**src/hw/rtl/bytecode_instruction_deframer_macros.svh**
```systemverilog
// Assertion macros shared by the deframer RTL.
`ifndef BYTECODE_INSTRUCTION_DEFRAMER_MACROS_SVH
`define BYTECODE_INSTRUCTION_DEFRAMER_MACROS_SVH

`ifndef SYNTHESIS
// Same-cycle implication, checked on every rising edge outside reset.
`define BIDF_ASSERT_NOW(label, clk, rst_n, ante, cons, msg) \
    label: assert property (@(posedge clk) disable iff (!(rst_n)) (ante) |-> (cons)) \
        else $error(msg);
// Next-cycle implication, checked on every rising edge outside reset.
`define BIDF_ASSERT_NEXT(label, clk, rst_n, ante, cons, msg) \
    label: assert property (@(posedge clk) disable iff (!(rst_n)) (ante) |=> (cons)) \
        else $error(msg);
`else
`define BIDF_ASSERT_NOW(label, clk, rst_n, ante, cons, msg)
`define BIDF_ASSERT_NEXT(label, clk, rst_n, ante, cons, msg)
`endif

`endif

```
**src/hw/rtl/bidf_pkg.sv**
```systemverilog
// Package with result codes, operand kinds and the opcode table of the deframer.
package bidf_pkg;

    localparam int unsigned NUM_OPCODES = 63;

    // Result kinds.
    localparam logic [1:0] KIND_INSTR  = 2'd0;
    localparam logic [1:0] KIND_CHAR   = 2'd1;
    localparam logic [1:0] KIND_HEADER = 2'd2;
    localparam logic [1:0] KIND_ERROR  = 2'd3;

    // Operand kinds.
    localparam logic [2:0] OPND_NONE   = 3'd0;
    localparam logic [2:0] OPND_LABEL  = 3'd1;
    localparam logic [2:0] OPND_CADDR  = 3'd2;
    localparam logic [2:0] OPND_CHAR   = 3'd3;
    localparam logic [2:0] OPND_INT    = 3'd4;
    localparam logic [2:0] OPND_DOUBLE = 3'd5;
    localparam logic [2:0] OPND_MSG    = 3'd6;

    // Operand kind of each opcode; codes past the last opcode have none.
    function automatic logic [2:0] op_kind(input logic [5:0] opc);
        logic [2:0] k;
        k = OPND_NONE;
        if (opc >= 6'd17 && opc <= 6'd19) begin
            k = OPND_CADDR;
        end else if (opc >= 6'd20 && opc <= 6'd33) begin
            k = OPND_LABEL;
        end else if (opc == 6'd34 || opc == 6'd49) begin
            k = OPND_CHAR;
        end else if (opc == 6'd35 || opc == 6'd50) begin
            k = OPND_INT;
        end else if (opc == 6'd36 || opc == 6'd51) begin
            k = OPND_DOUBLE;
        end else if (opc == 6'd37 || (opc >= 6'd41 && opc <= 6'd48)
                     || (opc >= 6'd53 && opc <= 6'd60)) begin
            k = OPND_LABEL;
        end else if (opc == 6'd38 || opc == 6'd52) begin
            k = OPND_MSG;
        end
        return k;
    endfunction

    // Number of operand bytes that follow the opcode for each operand kind.
    function automatic logic [3:0] opnd_bytes(input logic [2:0] k);
        logic [3:0] n;
        case (k)
            OPND_LABEL:  n = 4'd2;
            OPND_CADDR:  n = 4'd2;
            OPND_CHAR:   n = 4'd1;
            OPND_INT:    n = 4'd4;
            OPND_DOUBLE: n = 4'd8;
            OPND_MSG:    n = 4'd1;
            default:     n = 4'd0;
        endcase
        return n;
    endfunction

endpackage

```
**src/hw/rtl/bytecode_instruction_deframer.sv**
```systemverilog
// Top level of the bytecode instruction deframer.
//
// The input channel takes one byte of an object file per beat (i_valid,
// i_in_byte, o_stall). The first HEADER_SKIP bytes are dropped, the next four
// give one header beat with the data and code segment sizes, and every byte
// after that is an opcode or operand byte. The output channel (o_valid,
// i_stall and the result fields) carries at most one beat per input byte:
// the header, an instruction on its last byte, each message character, or
// an error beat for an opcode of 63 or more; then all input is swallowed.
//
// A byte is held in an input register, decoded against the parse state and
// written to the output register, which drives the outputs. One byte is
// taken every cycle while the receiver does not stall; the only loop is the
// parse state update, computed from the held byte and the current state.
// When the receiver stalls with a result waiting, the input register keeps
// one more byte and then o_stall rises.
// A synchronous reset (i_rst_n low) returns the parser to the header and
// clears both registers' valid flags.

`include "bytecode_instruction_deframer_macros.svh"

module bytecode_instruction_deframer #(
    parameter int unsigned HEADER_SKIP = 12
) (
    input  logic        i_clk,
    input  logic        i_rst_n,
    input  logic        i_valid,
    input  logic [7:0]  i_in_byte,
    output logic        o_stall,
    output logic        o_valid,
    input  logic        i_stall,
    output logic [1:0]  o_kind,
    output logic [15:0] o_address,
    output logic [5:0]  o_opcode,
    output logic [2:0]  o_operand_kind,
    output logic [63:0] o_operand_value,
    output logic [7:0]  o_message_char,
    output logic        o_last_char,
    output logic [15:0] o_data_segment_size,
    output logic [15:0] o_code_segment_size,
    output logic [7:0]  o_bad_opcode
);

    localparam int unsigned HCW = $clog2(HEADER_SKIP + 4);

    typedef enum logic [1:0] {
        PH_HEADER,
        PH_OPCODE,
        PH_OPERAND,
        PH_MESSAGE
    } t_phase;

    // Input register.
    logic           r_in_valid;
    logic [7:0]     r_in_byte;

    // Parse state.
    t_phase         r_phase,     n_phase;
    logic [HCW-1:0] r_hdr_cnt,   n_hdr_cnt;
    logic [3:0]     r_left,      n_left;
    logic [63:0]    r_opnd,      n_opnd;
    logic [5:0]     r_opcode,    n_opcode;
    logic [15:0]    r_instr_adr, n_instr_adr;
    logic [15:0]    r_run_adr,   n_run_adr;
    logic [7:0]     r_msg_left,  n_msg_left;
    logic           r_halted,    n_halted;

    // Output register.
    logic           r_out_valid;
    logic [1:0]     r_kind,   n_kind;
    logic [15:0]    r_addr,   n_addr;
    logic [5:0]     r_opc,    n_opc;
    logic [2:0]     r_okind,  n_okind;
    logic [63:0]    r_val,    n_val;
    logic [7:0]     r_char,   n_char;
    logic           r_last,   n_last;
    logic [15:0]    r_dsz,    n_dsz;
    logic [15:0]    r_csz,    n_csz;
    logic [7:0]     r_bad,    n_bad;
    logic           n_emit;

    logic           adv;
    logic           step;

    // Temporaries of the decode.
    logic [1:0]     hdr_idx;
    logic [31:0]    hdr_word;
    logic [2:0]     cur_kind;
    logic [3:0]     cur_total;
    logic [2:0]     opnd_idx;
    logic [63:0]    opnd_word;
    logic [2:0]     new_kind;
    logic [3:0]     new_bytes;

    // The output register can be loaded when it is empty or being taken.
    assign adv     = !r_out_valid || !i_stall;
    assign step    = r_in_valid && adv;
    assign o_stall = r_in_valid && !adv;

    always_comb begin
        n_phase     = r_phase;
        n_hdr_cnt   = r_hdr_cnt;
        n_left      = r_left;
        n_opnd      = r_opnd;
        n_opcode    = r_opcode;
        n_instr_adr = r_instr_adr;
        n_run_adr   = r_run_adr;
        n_msg_left  = r_msg_left;
        n_halted    = r_halted;

        n_emit  = 1'b0;
        n_kind  = bidf_pkg::KIND_INSTR;
        n_addr  = '0;
        n_opc   = '0;
        n_okind = bidf_pkg::OPND_NONE;
        n_val   = '0;
        n_char  = '0;
        n_last  = 1'b0;
        n_dsz   = '0;
        n_csz   = '0;
        n_bad   = '0;

        hdr_idx   = 2'(r_hdr_cnt - HCW'(HEADER_SKIP));
        hdr_word  = r_opnd[31:0] | (32'(r_in_byte) << {hdr_idx, 3'b000});
        cur_kind  = bidf_pkg::op_kind(r_opcode);
        cur_total = bidf_pkg::opnd_bytes(cur_kind);
        opnd_idx  = 3'(cur_total - r_left);
        opnd_word = r_opnd | (64'(r_in_byte) << {opnd_idx, 3'b000});
        new_kind  = bidf_pkg::op_kind(r_in_byte[5:0]);
        new_bytes = bidf_pkg::opnd_bytes(new_kind);

        if (step && !r_halted) begin
            case (r_phase)
                PH_HEADER: begin
                    n_hdr_cnt = r_hdr_cnt + HCW'(1);
                    if (r_hdr_cnt >= HCW'(HEADER_SKIP)) begin
                        if (hdr_idx == 2'd3) begin
                            n_emit  = 1'b1;
                            n_kind  = bidf_pkg::KIND_HEADER;
                            n_dsz   = hdr_word[15:0];
                            n_csz   = hdr_word[31:16];
                            n_opnd  = '0;
                            n_phase = PH_OPCODE;
                        end else begin
                            n_opnd = 64'(hdr_word);
                        end
                    end
                end
                PH_OPCODE: begin
                    if (r_in_byte >= 8'(bidf_pkg::NUM_OPCODES)) begin
                        n_emit   = 1'b1;
                        n_kind   = bidf_pkg::KIND_ERROR;
                        n_addr   = r_run_adr;
                        n_bad    = r_in_byte;
                        n_halted = 1'b1;
                    end else begin
                        n_opcode    = r_in_byte[5:0];
                        n_instr_adr = r_run_adr;
                        n_run_adr   = r_run_adr + 16'd1 + 16'(new_bytes);
                        n_opnd      = '0;
                        if (new_bytes == 4'd0) begin
                            n_emit  = 1'b1;
                            n_addr  = r_run_adr;
                            n_opc   = r_in_byte[5:0];
                            n_okind = new_kind;
                        end else begin
                            n_left  = new_bytes;
                            n_phase = PH_OPERAND;
                        end
                    end
                end
                PH_OPERAND: begin
                    n_opnd = opnd_word;
                    n_left = (r_left != 4'd0) ? r_left - 4'd1 : 4'd0;
                    if (r_left <= 4'd1) begin
                        n_emit  = 1'b1;
                        n_addr  = r_instr_adr;
                        n_opc   = r_opcode;
                        n_okind = cur_kind;
                        n_val   = opnd_word;
                        if (cur_kind == bidf_pkg::OPND_MSG) begin
                            n_run_adr  = r_run_adr + 16'(r_in_byte);
                            n_msg_left = r_in_byte;
                            n_phase    = (r_in_byte != 8'd0) ? PH_MESSAGE : PH_OPCODE;
                        end else begin
                            n_phase = PH_OPCODE;
                        end
                    end
                end
                PH_MESSAGE: begin
                    n_emit     = 1'b1;
                    n_kind     = bidf_pkg::KIND_CHAR;
                    n_addr     = r_instr_adr;
                    n_opc      = r_opcode;
                    n_okind    = bidf_pkg::OPND_MSG;
                    n_char     = r_in_byte;
                    n_msg_left = (r_msg_left != 8'd0) ? r_msg_left - 8'd1 : 8'd0;
                    if (r_msg_left <= 8'd1) begin
                        n_last  = 1'b1;
                        n_phase = PH_OPCODE;
                    end
                end
                default: begin
                    n_phase = PH_OPCODE;
                end
            endcase
        end
    end

    always_ff @(posedge i_clk) begin
        if (!i_rst_n) begin
            r_in_valid  <= 1'b0;
            r_out_valid <= 1'b0;
            r_phase     <= PH_HEADER;
            r_hdr_cnt   <= '0;
            r_left      <= '0;
            r_opnd      <= '0;
            r_opcode    <= '0;
            r_instr_adr <= '0;
            r_run_adr   <= '0;
            r_msg_left  <= '0;
            r_halted    <= 1'b0;
        end else begin
            if (i_valid && !o_stall) begin
                r_in_valid <= 1'b1;
                r_in_byte  <= i_in_byte;
            end else if (step) begin
                r_in_valid <= 1'b0;
            end

            r_phase     <= n_phase;
            r_hdr_cnt   <= n_hdr_cnt;
            r_left      <= n_left;
            r_opnd      <= n_opnd;
            r_opcode    <= n_opcode;
            r_instr_adr <= n_instr_adr;
            r_run_adr   <= n_run_adr;
            r_msg_left  <= n_msg_left;
            r_halted    <= n_halted;

            if (adv) begin
                r_out_valid <= n_emit;
                r_kind      <= n_kind;
                r_addr      <= n_addr;
                r_opc       <= n_opc;
                r_okind     <= n_okind;
                r_val       <= n_val;
                r_char      <= n_char;
                r_last      <= n_last;
                r_dsz       <= n_dsz;
                r_csz       <= n_csz;
                r_bad       <= n_bad;
            end
        end
    end

    assign o_valid             = r_out_valid;
    assign o_kind              = r_kind;
    assign o_address           = r_addr;
    assign o_opcode            = r_opc;
    assign o_operand_kind      = r_okind;
    assign o_operand_value     = r_val;
    assign o_message_char      = r_char;
    assign o_last_char         = r_last;
    assign o_data_segment_size = r_dsz;
    assign o_code_segment_size = r_csz;
    assign o_bad_opcode        = r_bad;

    `BIDF_ASSERT_NEXT(a_halt_silent, i_clk, i_rst_n, r_halted && adv, !o_valid, "beat after halt")
    `BIDF_ASSERT_NOW(a_halt_reports, i_clk, i_rst_n, $rose(r_halted), o_valid && o_kind == bidf_pkg::KIND_ERROR, "halt without error beat")
    `BIDF_ASSERT_NOW(a_char_kind, i_clk, i_rst_n, o_valid && o_kind == bidf_pkg::KIND_CHAR, o_operand_kind == bidf_pkg::OPND_MSG, "character beat outside message")

endmodule
```
**config.mk**
```make
export PLATFORM = sky130hd
export DESIGN_NAME = bytecode_instruction_deframer
export DESIGN_NICKNAME = d
export VERILOG_FILES = /design/src/hw/rtl/bidf_pkg.sv /design/src/hw/rtl/bytecode_instruction_deframer.sv
export VERILOG_INCLUDE_DIRS = /design/src /design/src/hw/rtl
export SDC_FILE = /design/constraint.sdc
export NUM_CORES = 1
export LEC_CHECK = 0
export BUFFER_PORTS_ARGS = -buffer_cell sky130_fd_sc_hd__buf_2
export CORE_ASPECT_RATIO = 1.4
export CORE_UTILIZATION = 63
export CTS_CLUSTER_DIAMETER = 80
export DETAILED_ROUTE_END_ITERATION = 8
export PLACE_DENSITY = 0.82
export SLEW_MARGIN = 30
export SYNTH_ARGS = -nofsm -noshare
export SYNTH_HDL_FRONTEND = slang
export SYNTH_SLANG_ARGS = --single-unit
```
**constraint.sdc**
```tcl
create_clock -name i_clk -period 21 [get_ports i_clk]
set_clock_uncertainty 0.1 [all_clocks]
set_input_delay 3.15 -clock i_clk [delete_from_list [all_inputs] [get_ports i_clk]]
set_output_delay 3.15 -clock i_clk [all_outputs]
set_load 0.005 [all_outputs]
```
Yosys cells after proc, flatten, opt, wreduce, memory -nomap -nowiden

Cells that the tools add are included.
Widths: inputs -> output; s select.

Register bits after elaboration: 271
Bits of input ports: 12
Output and inout port bits: 142
Word-level logic and storage cells: 219

$add $sub $neg: 8
$lt $le $gt $ge: 20
Eq/ne operators: 41
Shift-type cells: 2
Mux-type cells: 67
Bitwise gates (word level): 3
Reductions and logical operators: 56

Operators with widths:

| kind                  | number |
|---|---|
| $pmux 64 s3           | 1 |
| $mux 64               | 2 |
| $eq 6x6->1 const B    | 18 |
| $mux 16               | 6 |
| $or 64x64->64         | 1 |
| $shl 8x6->64          | 1 |
| $mux 3                | 17 |
| $pmux 16 s3           | 1 |
| $le 6x6->1 const B    | 6 |
| $mux 32               | 1 |
| $or 32x32->32         | 1 |
| $pmux 16 s2           | 1 |
| $shl 8x5->32          | 1 |
| $ge 6x5->1 const B    | 4 |
| $ge 6x6->1 const B    | 4 |
| $mux 8                | 3 |
| $mux 2                | 11 |
| $eq 3x3->1 const B    | 6 |
| $mux 6                | 3 |
| $pmux 6 s3            | 1 |
| $add 16x1->16 const B | 1 |
| $add 16x4->16         | 1 |
| $add 16x8->16         | 1 |
| $pmux 4 s4            | 1 |
| 40 further kinds      | 104 |

Longest topological paths before layout

Depth in word-level cells: 18
Gate-level depth with buffers: 15
Gate-level depth less buffers: 12

Least setup slack after synthesis

Ideal clock, no wire load.

Path kind: input port to flip-flop
From: input port i_rst_n
To: register r_addr[0] (netlist: o_address[0]), enable pin
Setup time: 0.685 ns
Data arrival time: 10.160 ns
Data required time: 20.215 ns
Path slack: 10.054 ns
Stages on the path: 3
Buffers on the path: 1
Cells stage by stage: inv_1 -> clkbuf_1 -> a21oi_1

Cells in the longest elaborated chain, start to end: 1

Ends and longest elaborated chain:

| element                    | RTL line                             | text |
|---|---|---|
| start: declaration         | bytecode_instruction_deframer.sv:26  | `input logic i_rst_n,` |
| $reduce_and 2->1 (no line) | -                                    |  |
| end signal: assignment     | bytecode_instruction_deframer.sv:244 | `r_addr <= n_addr;` |
| end: declaration           | bytecode_instruction_deframer.sv:71  | `logic [15:0] r_addr, n_addr;` |

No other way between the ends.
A chain may end at the register's enable or synchronous reset.

Worst setup path after layout

From: input port i_stall
To: output port o_stall

Cells in the longest elaborated chain, start to end: 4

Ends and longest elaborated chain:

| element            | RTL line                            | text |
|---|---|---|
| start: declaration | bytecode_instruction_deframer.sv:31 | `input logic i_stall,` |
| $logic_not 1->1    | bytecode_instruction_deframer.sv:96 | `assign adv = !r_out_valid \|\| !i_stall;` |
| $logic_or 1x1->1   | bytecode_instruction_deframer.sv:96 |  |
| $logic_not 1->1    | bytecode_instruction_deframer.sv:98 | `assign o_stall = r_in_valid && !adv;` |
| $logic_and 1x1->1  | bytecode_instruction_deframer.sv:98 |  |
| end: declaration   | bytecode_instruction_deframer.sv:29 | `output logic o_stall,` |

No other way between the ends.

==> reports/qor.tcl <==
set qor(result_of_the_run) {complete, no violations}
set qor(synth_area_sq_um) 12640
set qor(timing.max_slew.rel_slack_pct) 36.13
set qor(dpl.hpwl_mm) 19.83
set qor(p_leak_nw) 5.636
set qor(largest_cells_by_area_after_synthesis) {sky130_fd_sc_hd__edfxtp_1, sky130_fd_sc_hd__dfxtp_1, sky130_fd_sc_hd__nor2_1, sky130_fd_sc_hd__a21oi_1, sky130_fd_sc_hd__a22oi_1}
set qor(nNetsFinal) 1393
set qor(hold_crit_path_type) {register to register}
set qor(grt_ovf) 0
set qor(diodes) 0
set qor(p_per_area_nw_per_um2) 76.24
set qor(area_growth_pct) 12.71
set qor(final_common_cell) {sky130_fd_sc_hd__nor2_1}
set qor(final_hold_violation_count) 0
set qor(area_share_of_the_largest_cell_type_after_synthesis_pct) 35.15
set qor(critPathCaptureType) {output port}
set qor(critical_path_class) {input pin to output port}
set qor(most-common-layout-cells) {sky130_fd_sc_hd__nor2_1, sky130_fd_sc_hd__buf_2, sky130_fd_sc_hd__edfxtp_1, sky130_fd_sc_hd__a21oi_1, sky130_fd_sc_hd__dfxtp_1}
set qor(row_count) 60
set qor(max_cap_viol_count) 0
set qor(clk_pin_slew_worst_paths_ns) 0.06
set qor(final_min_period_over_clock_period_pct) 32.86
set qor(total_of_fill_cells_in_the_finished_design) 1331
set qor(grt_first_pass_wirelength_mm) 49.81
set qor(floorplan.die_area_sq_um) 20640
set qor(synthesis.nets) 1298
set qor(initial_cell_density_of_the_core_pct) 65.02
set qor(wire_per_inst_um) 19.77
set qor(die_width_um) 121.7
set qor(cts_htree_levels) 1
set qor(postSynthCellCount) 1260
set qor(grt.total_usage_pct) 30.65
set qor(rsz0062_at_grt) {false}
set qor(first_global_vias) 9863
set qor(post_synth.cell_area_avg_sq_um) 10.03
set qor(num_vias) 10410
set qor(ctsRootBufferMaster) {sky130_fd_sc_hd__clkbuf_16}
set qor(resized_after_cts) 0
set qor(vias_per_cell) 6.424
set qor(async_flop_share_pct) 0
set qor(synthDistinctLibCells) 80
set qor(numCtsBuffers) 25
set qor(path_max_fanout) 3
set qor(setup.worst_path.start_class) {input pin}
set qor(timing_limited_maximum_frequency_ghz) 0.1449
set qor(totalNegativeSetupSlack_ns) 0
set qor(synth.largest_area_cell) {sky130_fd_sc_hd__edfxtp_1}
set qor(setup-violations-final) 0
set qor(number_of_synthesized_register_bits) 271
set qor(dominantRegCellSynth) {sky130_fd_sc_hd__edfxtp_1}
set qor(hold-worst-slack_ns) 0.3524
set qor(route.detailed.drc) 0
set qor(number_of_enable_type_register_cells_in_the_synthesized_netlist) 148
set qor(layout-drive-gt1-share_pct) 19.30
set qor(cts_buffer_depth) 3
set qor(startpoint) {i_stall}
set qor(clock_latency_ns) 0.52
set qor(cp_data_arrival_time_ns) 3.65
set qor(final_max_slew_viols) 0
set qor(grt_start_max_net_pins) 87
set qor(wl_mm) 32.04
set qor(synth_warnings) 0
set qor(finalCriticalPeriod_ns) 6.901
set qor(cts.sink_count) 271
set qor(drtPass1Iterations) 6
set qor(cts_setup_buffers) 0
set qor(fp.coreArea_sq_um) 19440
set qor(tightest_slew_ns) 0.9581
set qor(worst_ir_drop_vdd_mv) 0.05509
set qor(cts_tree) {done}
set qor(regToRegStartpoint) {r_opcode[2]}
set qor(seq_area_frac_synth_pct) 54.63
set qor(die_height_um) 169.6
set qor(io_pins) 154
set qor(timing.hold.worst.start) {r_instr_adr[12]}
set qor(place_congestion) 0.8689
set qor(antenna_violations_before_repair) 0
set qor(ctsHoldBuffers) 0
set qor(buffer_ports.inserted) 153
set qor(antenna_viol_nets_final) 0
set qor(timing.critical_path.required_ns) 17.75
set qor(detailed_router_s_first_iteration_violation_count) 1248
==> registers in the layout, indices dropped and copies added, names as in the netlist <==
register	count
r_left	4
o_last_char	1
r_in_valid	1
r_instr_adr	16
o_valid	1
r_opcode	6
r_in_byte	8
o_message_char	8
o_code_segment_size	16
o_address	16
o_operand_value	64
r_opnd	64
r_halted	1
o_bad_opcode	8
o_data_segment_size	16
r_run_adr	16
o_operand_kind	3
r_hdr_cnt	4
o_opcode	6
o_kind	2
r_phase	2
r_msg_left	8
==> routing by layer <==
metal,share of wire [%],GRT usage [%],vias to the layer above
li1,-,-,4753
met1,37,37.53,4972
met2,51,51.88,578
met3,8.2,4.603,111
met4,4.0,16.21,0
met5,0,0,-
==> cell usage after synthesis, types with 3 or more instances <==
master                       n
sky130_fd_sc_hd__or4_1       5
sky130_fd_sc_hd__nand4_1    11
sky130_fd_sc_hd__nor4b_1     3
sky130_fd_sc_hd__o211a_1    27
sky130_fd_sc_hd__edfxtp_1  148
sky130_fd_sc_hd__buf_1      12
sky130_fd_sc_hd__mux2i_1     6
sky130_fd_sc_hd__nor3_1     17
sky130_fd_sc_hd__a41o_1      6
sky130_fd_sc_hd__a22oi_1    52
sky130_fd_sc_hd__o211ai_1    5
sky130_fd_sc_hd__and3_1     10
sky130_fd_sc_hd__o22ai_1    11
sky130_fd_sc_hd__o21ai_0    35
sky130_fd_sc_hd__fa_1        3
sky130_fd_sc_hd__inv_1      29
sky130_fd_sc_hd__o32ai_1     3
sky130_fd_sc_hd__o21ai_2     7
sky130_fd_sc_hd__o21a_1      5
sky130_fd_sc_hd__nor2b_1    17
sky130_fd_sc_hd__ha_1       23
sky130_fd_sc_hd__nand2b_1    8
sky130_fd_sc_hd__a211oi_1    6
sky130_fd_sc_hd__a21oi_1   128
sky130_fd_sc_hd__nor2_1    218
sky130_fd_sc_hd__o31ai_1     4
sky130_fd_sc_hd__clkbuf_1   68
sky130_fd_sc_hd__buf_6       4
sky130_fd_sc_hd__nand2_1    95
sky130_fd_sc_hd__nor4_1      3
sky130_fd_sc_hd__or2_2       3
sky130_fd_sc_hd__o22ai_2    20
sky130_fd_sc_hd__xnor2_1    13
sky130_fd_sc_hd__and2_1      3
sky130_fd_sc_hd__buf_4      10
sky130_fd_sc_hd__a31oi_1    28
sky130_fd_sc_hd__nand3_1    20
sky130_fd_sc_hd__buf_2      10
sky130_fd_sc_hd__or3_1       5
sky130_fd_sc_hd__xor2_1      8
sky130_fd_sc_hd__dfxtp_1   123
==> power breakdown <==
group	leakage, nW	internal, mW	switching [mW]
clock	0.410	0.272	0.197
combinational	2.72	0.0142	0.0318
sequential	2.51	0.568	0.00359
==> worst max-delay path, cell delays in order <==
cell	delay, ns
sky130_fd_sc_hd__buf_2	0.13
sky130_fd_sc_hd__and3_1	0.23
sky130_fd_sc_hd__buf_2	0.14
==> path summary, 6_finish.rpt <==
kind                         end  slack (ns)  depth (start not counted)
max                      o_stall       14.10                          3
min              r_instr_adr[12]        0.35                          2
max reg2reg  o_operand_value[39]       16.67                         11
min reg2reg      r_instr_adr[12]        0.35                          2
==> area by class of cell <==
class                      count  area, sq um  area share, %
clock buffer                  30        654.4          4.593
clock inverter                15        178.9          1.256
inverter                      31        116.4         0.8166
multi-input combinational    854         5170          36.28
sequential                   271         6907          48.47
tap                          248        310.3          2.178
timing repair buffer         172        912.1          6.401
==> kinds of logic (layout without fill, tap and decap cells) <==
kind of cell | Yosys count | after routing | share of synthesized area, %
AO/OA/AOI/OAI | 364 | 364 | 20.28
XOR/XNOR | 21 | 21 | 1.455
adder cells (fa/ha/maj) | 26 | 26 | 2.751
buffers and inverters | 135 | 248 | 4.642
flip-flops | 271 | 271 | 54.63
multiplexers | 8 | 8 | 0.6532
AND/OR/NAND/NOR | 435 | 435 | 15.59
==> per-stage QoR <==
stage	util [%]	cells	setup slack, ns	total power, mW	instance area, sq um
final	73.28	1621	14.10	1.086	14250
after CTS	73.26	1621	14.10	1.088	14240
after detailed placement	68.98	1576	14.14	0.6282	13410
after global routing	73.28	1621	14.07	1.112	14250
after floorplan	-	1260	10.05	0.6113	12640
after global placement	68.98	1576	14.15	0.6270	13410
Note: power is estimated with default switching activity, not from simulation.
